[src/rtl/triangle_scanline_edge_interpolator_top_defines.svh]
// Assertion macros used by the edge interpolator top level.
`ifndef TRIANGLE_SCANLINE_EDGE_INTERPOLATOR_TOP_DEFINES_SVH
`define TRIANGLE_SCANLINE_EDGE_INTERPOLATOR_TOP_DEFINES_SVH

// Same-cycle implication, sampled on clk, off during reset.
`define TESI_ASSERT_IMP(label, ante, cons, msg) \
  label: assert property (@(posedge clk) disable iff (!rst_n) (ante) |-> (cons)) \
    else $error(msg);

// Next-cycle implication, sampled on clk, off during reset.
`define TESI_ASSERT_NXT(label, ante, cons, msg) \
  label: assert property (@(posedge clk) disable iff (!rst_n) (ante) |=> (cons)) \
    else $error(msg);

`endif

[src/rtl/tesi_pkg.sv]
// Types, constants and the divider step shared by the edge interpolator.
`default_nettype none
package tesi_pkg;

  localparam int COORD_W        = 16;
  localparam int PROD_W         = 2 * COORD_W;
  localparam int LANES_PER_EDGE = 4;
  localparam int EDGES          = 2;
  localparam int LANES          = LANES_PER_EDGE * EDGES;
  localparam int DIV_STEPS      = 2;
  localparam int DIV_STAGES     = COORD_W / DIV_STEPS;

  // Lane order inside one edge
  localparam int LANE_X = 0;
  localparam int LANE_D = 1;
  localparam int LANE_U = 2;
  localparam int LANE_V = 3;

  // Configuration register indexes
  localparam logic [1:0] REG_VERTEX_A = 2'd0;
  localparam logic [1:0] REG_VERTEX_B = 2'd1;
  localparam logic [1:0] REG_VERTEX_C = 2'd2;

  typedef logic [COORD_W-1:0] coord_t;

  // Packed exactly as the register layout: x, y, depth, u, v
  typedef struct packed {
    logic [15:0] x;
    logic [15:0] y;
    logic [15:0] d;
    logic [7:0]  u;
    logic [7:0]  v;
  } vertex_t;

  // Side data that rides along with the division
  typedef struct packed {
    logic                   span;
    coord_t [EDGES-1:0]     dy;
    logic   [LANES-1:0]     neg;
    coord_t [LANES-1:0]     start;
  } side_t;

  // One lane of the restoring divider: partial remainder and quotient/dividend shifter
  typedef struct packed {
    coord_t rem;
    coord_t acc;
  } div_lane_t;

  // One restoring division step; remainder stays below dy
  function automatic div_lane_t div_step(div_lane_t l, coord_t dy);
    logic [COORD_W:0] r2;
    logic             qbit;
    div_lane_t        res;
    r2   = {l.rem, l.acc[COORD_W-1]};
    qbit = (r2 >= {1'b0, dy});
    if (qbit) begin
      r2 = r2 - {1'b0, dy};
    end
    res.rem = r2[COORD_W-1:0];
    res.acc = {l.acc[COORD_W-2:0], qbit};
    return res;
  endfunction

endpackage
`default_nettype wire

[src/rtl/tesi_sort.sv]
// Vertex registers and the y-order compare-swap network.
`default_nettype none
module tesi_sort
  import tesi_pkg::*;
(
  input  wire logic          clk,
  input  wire logic          rst_n,
  input  wire logic          cfg_we,
  input  wire logic [1:0]    cfg_index,
  input  wire logic [63:0]   cfg_wdata,
  output vertex_t [2:0]      vtx_sorted
);

  vertex_t          va_r, vb_r, vc_r;
  vertex_t          va_nxt, vb_nxt, vc_nxt;
  vertex_t [2:0]    sorted_r, sorted_nxt;

  // Register write, then three compare-swaps on the written values:
  // (0,1), (1,2), (0,1); equal y keeps order
  always_comb begin
    vertex_t t;
    vertex_t [2:0] s;
    va_nxt = va_r;
    vb_nxt = vb_r;
    vc_nxt = vc_r;
    if (cfg_we) begin
      unique case (cfg_index)
        REG_VERTEX_A: va_nxt = vertex_t'(cfg_wdata);
        REG_VERTEX_B: vb_nxt = vertex_t'(cfg_wdata);
        REG_VERTEX_C: vc_nxt = vertex_t'(cfg_wdata);
        default: ;
      endcase
    end
    s[0] = va_nxt;
    s[1] = vb_nxt;
    s[2] = vc_nxt;
    if (s[0].y > s[1].y) begin
      t = s[0]; s[0] = s[1]; s[1] = t;
    end
    if (s[1].y > s[2].y) begin
      t = s[1]; s[1] = s[2]; s[2] = t;
    end
    if (s[0].y > s[1].y) begin
      t = s[0]; s[0] = s[1]; s[1] = t;
    end
    sorted_nxt = s;
  end

  // Vertex registers and sorted copy, updated at the same edge
  always_ff @(posedge clk) begin
    if (!rst_n) begin
      va_r     <= '0;
      vb_r     <= '0;
      vc_r     <= '0;
      sorted_r <= '0;
    end else begin
      va_r     <= va_nxt;
      vb_r     <= vb_nxt;
      vc_r     <= vc_nxt;
      sorted_r <= sorted_nxt;
    end
  end

  assign vtx_sorted = sorted_r;

endmodule
`default_nettype wire

[config.mk]
export PLATFORM = sky130hd
export DESIGN_NAME = tesi_sort
export DESIGN_NICKNAME = d
export VERILOG_FILES = /design/src/rtl/triangle_scanline_edge_interpolator_top_defines.svh /design/src/rtl/tesi_pkg.sv /design/src/rtl/tesi_sort.sv
export SDC_FILE = /design/constraint.sdc
export NUM_CORES = 1
export LEC_CHECK = 0
export BUFFER_PORTS_ARGS = -buffer_cell sky130_fd_sc_hd__buf_2
export CORE_ASPECT_RATIO = 1.5
export CORE_UTILIZATION = 35
export CTS_CLUSTER_DIAMETER = 30
export DETAILED_ROUTE_END_ITERATION = 7
export GPL_TIMING_DRIVEN = 1
export SYNTH_ARGS = -nofsm -noshare
export SYNTH_HDL_FRONTEND = slang
export SYNTH_SLANG_ARGS = --single-unit
[constraint.sdc]
create_clock -name clk -period 23.1 [get_ports clk]
set_input_delay 3.465 -clock clk [delete_from_list [all_inputs] [get_ports clk]]
set_output_delay 3.465 -clock clk [all_outputs]
set_load 0.02 [all_outputs]
Yosys cells after proc, flatten, opt, wreduce, memory -nomap -nowiden
Cells that the tools add are included.
{"block": "word_totals", "reg_bits": 384, "latch_bits": 0, "ramBits": 0, "rom_bits": 0, "in_bits": 69, "out_inout_bits": 192, "elab_cells": 45, "mem_count": 0}
{"block": "op_classes", "n_addsub": 0, "mul": 0, "div": 0, "n_lt_le_gt_ge": 3, "eq_ne": 2, "shift": 0, "mux": 9, "bitwise_logic": 0, "reduce_logical": 1}
{"cell": "$mux 128", "n": 3}
{"cell": "$mux 64", "n": 6}
{"cell": "$gt 16x16->1", "n": 3}
{"cell": "$eq 2x1->1 const B", "n": 1}
{"cell": "$eq 2x2->1 const B", "n": 1}
{"cell": "$logic_not 2->1", "n": 1}

Depth between registers and ports, before layout
Gate-level depths: netlist (run 1).
{"block": "depth", "word_depth": 9, "ltp_mapped": 38, "depth_no_buf": 29}

Least setup slack after synthesis (run 1)
No wires, ideal clock.
{"block": "synth_timing", "path_type": "input-to-reg", "start": "input port cfg_index[0]", "end": "register sorted_r (netlist bit vtx_sorted[112])", "setup_ns": 0.122, "t_arrival_ns": 11.218, "required_time_ns": 22.978, "slack_ns": 11.760, "cell_stages": 36, "n_path_buf": 10, "path_cell_list": "buf_2 or3b_1 buf_2 buf_1 mux2i_1 inv_1 ha_1 nand4_1 nor3_1 o2111ai_1 a211o_1 clkbuf_1 o21a_2 buf_6 buf_6 o2111a_1 or2_1 ha_1 nor2b_1 o21a_1 o21a_1 o21a_1 o31ai_1 clkbuf_1 clkbuf_1 a21oi_1 ha_1 nand4_1 or2_2 or3_1 o211ai_1 o31a_1 clkbuf_1 clkbuf_1 o211ai_1 o311a_1"}
{"element": "from (decl)", "line": "tesi_sort.sv:9", "rtl": "input wire logic [1:0] cfg_index,"}
{"element": "to (signal assigned)", "line": "tesi_sort.sv:60", "rtl": "sorted_r <= sorted_nxt;"}
{"element": "to (decl)", "line": "tesi_sort.sv:16", "rtl": "vertex_t [2:0] sorted_r, sorted_nxt;"}

==> impl_metrics.json, run 1 <==
{
  "ys_seq_area_frac": 0.381,
  "status": "finished, final reports clean",
  "tritoncts": "built",
  "syn_area_um2": 20200,
  "gp_congestion": 0.854,
  "cts_buffer_depth": 3,
  "cts_hold_buffers": 0,
  "dp_cells": 3217,
  "synthTopCellsByArea": "dfxtp_1 (38%), o211ai_1 (7.3%), mux2i_1 (5.6%), nand2_1 (5.6%), o311a_1 (4.8%)",
  "rsz0062_at_grt": "no",
  "synth_compound_area_frac": 0.333,
  "synth_top_family_by_area": "compound AO/OA/AOI/OAI gates",
  "die_w_um": 198,
  "dp.final_hpwl_um": 45300,
  "yosys.area.top_type": "dfxtp_1",
  "maxSlewViolCount": 0,
  "drc_errors": 0,
  "routed_via_density": 6.00,
  "fin_ws_ns": 6.85,
  "slew_headroom": 0.122,
  "worst_setup_path_end_kind": "register",
  "syn_inst": 2413,
  "clk_pin_slew_worst_paths_ns": 0.06,
  "cpMostUsedCell": "buf_4",
  "die_h_um": 296,
  "setup.worst_path.class": "input pin to register",
  "synth_enable_flop_cells": 0,
  "dieArea_um2": 58600,
  "synth_cell_types": 60,
  "final_cells": 3358,
  "wire_per_inst_um": 21.9,
  "synthFlopType": "dfxtp_1",
  "max_freq_mhz": 61.5,
  "fin_nets": 2647,
  "final_common_cell": "dfxtp_1",
  "postRouteAntennaNets": 0,
  "drive_above_1_share": 0.173,
  "arrival_ns": 16.78,
  "cts_resized": 0,
  "fin_area_um2": 24200,
  "cts_buffers": 76,
  "grt_antenna_before_repair": 4,
  "rows": 107,
  "tightest_slew_ns": 1.32,
  "fin_setup_tns_ns": 0,
  "cap_violations": 0,
  "drt_iter0_markers": 1619,
  "synth.area.mux_share": 0.0583,
  "preCtsSetupSlack_ns": 6.28,
  "ios": 261,
  "synth.avg_cell_area_um2": 8.36,
  "fill_cells": 5664,
  "dr_total_vias": 20100,
  "firstDrtPassIters": 6,
  "clock-skew-final_ns": 0.0230,
  "synth_adder_area_share": 0.0285,
  "postCtsSetupBuffers": 0,
  "slowest_stage": "buf_4",
  "synth-seq-cells": 384,
  "total_power_uw": 3200,
  "ctsRootBufferMaster": "clkbuf_16",
  "cp_max_fo": 109,
  "grt_max_degree": 114,
  "final_cell_mix": "dfxtp_1 (384), nand2_1 (301), buf_2 (258), nor2_1 (237), o211ai_1 (195)",
  "syn_to_final_growth_pct": 20.1,
  "cts.htree.levels": 3,
  "power_density_nw_per_um2": 132,
  "start_util": 0.354,
  "power.leakage_uw": 0.0103,
  "hold_class": "register to register",
  "syn_nets": 2528,
  "post_dp_cell_area_um2": 21600,
  "grt_pass1_wl_um": 112000,
  "core_um2": 56900,
  "setup_viol": 0,
  "ir_worst_vdd_mv": 0.0961,
  "portBuffers": 260,
  "gr-usage-all-layers": 0.245,
  "cts_sinks": 384,
  "start_kind": "input pin",
  "n_antenna_cell": 0,
  "routed_wl_um": 73500,
  "final-hold-violation-count": 0,
  "synthArstFlopShare": 0,
  "required_ns": 23.62,
  "min_period_ns": 16.25,
  "clock_latency_ns": 0.61,
  "synth-simple-area-share": 0.130,
  "cp_slowest_stage_delay_ns": 0.96,
  "grt_pass1_vias": 19800,
  "synth_top_area_frac": 0.381,
  "post-route-period-util": 0.704,
  "ys.warnings.count": 0,
  "synthXorXnorAreaFrac": 0.00174,
  "grt_overflow": 0
}
[worst max-delay path: cells and delay by family]
family / cells / cell delay (ns)
buffers and inverters: 8 / 5.05
AOI/OAI and AO/OA: 12 / 3.53
and+or+nand+nor: 8 / 2.52
muxes: 3 / 1.06
adders and majority gates: 3 / 0.94
[cells by family (layout without fill, tap and decap cells)]
family          Yosys count  count (layout)
compound gates          917             917
xor+xnor                  4               4
fa+ha+maj                46              46
buf+inv                 320             502
flops                   384             384
mux                     117             117
simple gates            625             625
[layout make-up]
| cell class | count | area, um2 | area share |
|---|---|---|---|
| clock inverters | 60 | 642 | 0.0265 |
| well taps | 763 | 955 | 0.0394 |
| repair buffers | 284 | 1490 | 0.0615 |
| clock buffers | 81 | 1950 | 0.0805 |
| flip-flops and latches | 384 | 7690 | 0.317 |
| inverters | 77 | 297 | 0.0122 |
| multi-input cells | 1709 | 11200 | 0.463 |
[synth_stat cells (13+ instances only)]
cell      number
buf_6         13
a211oi_1      18
o21ai_0       87
o311a_1       96
ha_1          46
nor2_1       237
clkbuf_1     174
mux2i_1      113
o211ai_1     195
a21oi_1      186
nand2b_1      50
a22o_1        16
o21a_1        55
inv_1         76
o32a_1        48
o21ai_1       36
a221oi_1      95
o221ai_1      48
dfxtp_1      384
buf_2         44
a21o_1        16
nand2_1      301
[metrics by stage]
step                       util  hold WS [ns]
after floorplan               -         0.436
after global placement    0.380         0.441
after detailed placement  0.380         0.447
after CTS                 0.426         0.454
after global routing      0.426         0.472
final                     0.426         0.452
[final timing paths]
check                                    startpoint                         to  slack, ns  cells after the start
worst max-delay path                   cfg_index[0]  vtx_sorted[33]$_SDFF_PN0_       6.85                     34
worst min register to register  va_r[11]$_SDFF_PN0_        va_r[11]$_SDFF_PN0_       0.45                      2
worst max register to register  va_r[45]$_SDFF_PN0_  vtx_sorted[33]$_SDFF_PN0_      11.49                     31
worst min-delay path            va_r[11]$_SDFF_PN0_        va_r[11]$_SDFF_PN0_       0.45                      2
[where the power goes]
group,internal [uW],switching [uW]
combinational,408,877
sequential,778,40.5
clock,672,425
[sequential cells by signal, indices dropped and copies added (netlist names)]
register	cells
vb_r	64
va_r	64
vtx_sorted	192
vc_r	64
[routing by layer]
| metal | track usage | wire (um) | vias up |
|---|---|---|---|
| met4 | 0.140 | 3690 | 8 |
| li1 | - | - | 9266 |
| met5 | 0 | 60 | - |
| met3 | 0.0467 | 4980 | 234 |
| met1 | 0.282 | 28900 | 9746 |
| met2 | 0.422 | 35900 | 894 |
(Power assumes the default switching activity.)
==> run 2, diff against run 1 <==
--- a/config.mk
+++ b/config.mk
@@ -5,6 +5,7 @@
 export SDC_FILE = /design/constraint.sdc
 export NUM_CORES = 1
 export LEC_CHECK = 0
+export ABC_AREA = 1
 export BUFFER_PORTS_ARGS = -buffer_cell sky130_fd_sc_hd__buf_2
 export CORE_ASPECT_RATIO = 1.5
 export CORE_UTILIZATION = 35
==> constraint.sdc (replaced) <==
create_clock -name clk -period 13.2 [get_ports clk]
set_input_delay 1.98 -clock clk [delete_from_list [all_inputs] [get_ports clk]]
set_output_delay 1.98 -clock clk [all_outputs]
set_load 0.02 [all_outputs]
==> run 2 against run 1 <==
- critical path depth increased by 3
- via count decreased by 7.2%
- total power increased by 92%
- final cell count increased by 18%
- combinational power increased by 97%
- critical endpoint is now vtx_sorted[74]$_SDFF_PN0_
- largest power group unchanged
==> impl_metrics.json, run 2 <==
{
  "dieArea_um2": 56900,
  "fin_nets": 3299,
  "cpMostUsedCell": "nand2_1",
  "timing.rr.start": "va_r[46]$_SDFF_PN0_",
  "grt_use_met1": 0.228,
  "cts.htree.levels": 3,
  "cts_sinks": 384,
  "crit_path_end": "vtx_sorted[74]$_SDFF_PN0_",
  "fin_ws_ns": 1.80,
  "cts_buffers": 80,
  "routed_wl_um": 60700,
  "synth_cell_types": 29,
  "portBuffers": 260,
  "syn_area_um2": 19600,
  "firstDrtPassIters": 5,
  "final-hold-violation-count": 0,
  "status": "finished, final reports clean",
  "wire_per_inst_um": 15.4,
  "maxSlewViolCount": 0,
  "required_ns": 13.70,
  "startpoint": "cfg_index[1]",
  "clock-skew-final_ns": 0.0214,
  "postRouteAntennaNets": 0,
  "final_cell_mix": "inv_1 (592), nand2_1 (567), nand3_1 (453), dfxtp_1 (384), buf_2 (259)",
  "syn_to_final_growth_pct": 23.3,
  "min_from": "vc_r[15]$_SDFF_PN0_",
  "dp.final_hpwl_um": 40500,
  "fin_area_um2": 24100,
  "ys_seq_area_frac": 0.393,
  "syn_nets": 3118,
  "drc_errors": 0,
  "ctsRootBufferMaster": "clkbuf_16",
  "synthFlopType": "dfxtp_1",
  "arrival_ns": 11.90,
  "fin_setup_tns_ns": 0,
  "ys.warnings.count": 0,
  "synth-seq-cells": 384,
  "final_common_cell": "inv_1",
  "cap_violations": 0,
  "grt_pass1_wl_um": 94600,
  "cts_hold_buffers": 0,
  "power.leakage_uw": 0.0145,
  "synth_top_area_frac": 0.393,
  "hold_class": "register to register",
  "clock_latency_ns": 0.61,
  "synth_enable_flop_cells": 0,
  "post_dp_cell_area_um2": 21200,
  "fill_cells": 5845,
  "synthArstFlopShare": 0,
  "grtUsageMet3": 0.0370,
  "start_kind": "input pin",
  "core_um2": 54900,
  "post-route-period-util": 0.864,
  "yosys.area.top_type": "dfxtp_1",
  "drive_above_1_share": 0.174,
  "dp_cells": 3797,
  "slew_headroom": 0.319,
  "rsz0062_at_grt": "no",
  "grt_antenna_before_repair": 7,
  "drt_iter0_markers": 922,
  "rr_endpoint": "vtx_sorted[74]$_SDFF_PN0_",
  "min_period_ns": 11.40,
  "setup.worst_path.class": "input pin to register",
  "slowest_stage": "nand3_2",
  "routed_via_density": 4.74,
  "grt_pass1_vias": 17600,
  "cts_resized": 0,
  "max_freq_mhz": 87.7,
  "tightest_slew_ns": 1.01,
  "tritoncts": "built",
  "cp_max_fo": 66,
  "synthTopCellsByArea": "dfxtp_1 (39%), nand3_1 (12%), inv_1 (11%), nand2_1 (11%), o21ai_0 (5.2%)",
  "grt_max_degree": 129,
  "grt_overflow": 0,
  "top_usage_layer": "met2",
  "synth.most_common_cell": "inv_1",
  "r2r_cells": 36,
  "gp_congestion": 0.875,
  "die_w_um": 195,
  "dr_total_vias": 18700,
  "clk_pin_slew_worst_paths_ns": 0.05,
  "cts_buffer_depth": 3,
  "ios": 261,
  "power_density_nw_per_um2": 255,
  "rrSetupSlack_ns": 4.43,
  "ir_worst_vdd_mv": 0.173,
  "gr-usage-all-layers": 0.212,
  "start_util": 0.357,
  "met2_usage": 0.389,
  "rows": 105,
  "syn_inst": 3003,
  "preCtsSetupSlack_ns": 1.32,
  "setup_viol": 0,
  "postCtsSetupBuffers": 0,
  "worst_setup_path_end_kind": "register",
  "synth.avg_cell_area_um2": 6.52,
  "final_cells": 3949,
  "largest_register_ffs": 192,
  "cp_slowest_stage_delay_ns": 0.73,
  "ys_top_cells_by_count": "inv_1 (594), nand2_1 (572), nand3_1 (453), dfxtp_1 (384)",
  "die_h_um": 292
}
==> run 2: cell types whose count changed after synthesis, sizes merged, moves of 100 or more <==
cell    delta
a21oi    -100
inv      +519
o211ai   -197
mux2i    -113
or2      +123
o21ai    +134
nand3    +453
nand2    +274
==> run 2: logic make-up (layout without fill, tap and decap cells) <==
kind of cell / count (synthesis) / in the layout / synth area share
AOI/OAI and AO/OA: 349 / 349 / 0.0902
adders and majority gates: 46 / 46 / 0.0294
buffers and inverters: 774 / 1022 / 0.152
DFF: 384 / 384 / 0.393
other: 0 / 3 / 0
and+or+nand+nor: 1450 / 1450 / 0.336
==> run 2: routing by layer <==
layer | vias up | wire length (um)
li1 | 9638 | -
met3 | 110 | 2820
met2 | 451 | 31400
met4 | 4 | 2600
met5 | - | 23
met1 | 8496 | 23800
==> run 2: cell type report <==
| cell class | count | area [um2] | share of cell area |
|---|---|---|---|
| tap | 695 | 870 | 0.0360 |
| timing repair buffer | 278 | 1460 | 0.0607 |
| sequential | 384 | 7690 | 0.319 |
| clock buffer | 94 | 2190 | 0.0906 |
| multi-input combinational | 1845 | 8960 | 0.371 |
| inverter | 595 | 2240 | 0.0929 |
| clock inverter | 55 | 713 | 0.0295 |
| antenna | 3 | 7.51 | 0.000311 |
==> run 2: power breakdown <==
group / leakage, uW / internal (uW) / total [uW] / switching [uW]
clock network: 0.00141 / 1430 / 2130 / 701
registers: 0.00316 / 1420 / 1500 / 81.5
logic: 0.00990 / 810 / 2520 / 1710
==> run 2: worst min-delay path by stage <==
stage | end | slack (ns) | cells after the start
global route | va_r[9]$_SDFF_PN0_ | 0.62 | 4
detailed placement | vc_r[15]$_SDFF_PN0_ | 0.57 | 4
finish | vc_r[15]$_SDFF_PN0_ | 0.58 | 4
global placement | vc_r[31]$_SDFF_PN0_ | 0.57 | 4
floorplan | vb_r[33]$_SDFF_PN0_ | 0.54 | 4
CTS | vc_r[15]$_SDFF_PN0_ | 0.58 | 4
==> run 2: through the flow <==
step / hold WS, ns / util / power, uW
after floorplan: 0.540 / - / 3320
after global placement: 0.567 / 0.387 / 4060
after detailed placement: 0.570 / 0.387 / 4060
after CTS: 0.582 / 0.439 / 6230
after global routing: 0.619 / 0.440 / 6580
final: 0.577 / 0.440 / 6150
==> run 2: critical path, delay by kind of cell <==
kind	cells	cell delay, ns
AOI/OAI and AO/OA	3	0.91
adders and majority gates	3	0.84
buffers and inverters	9	2.48
and+or+nand+nor	22	5.32
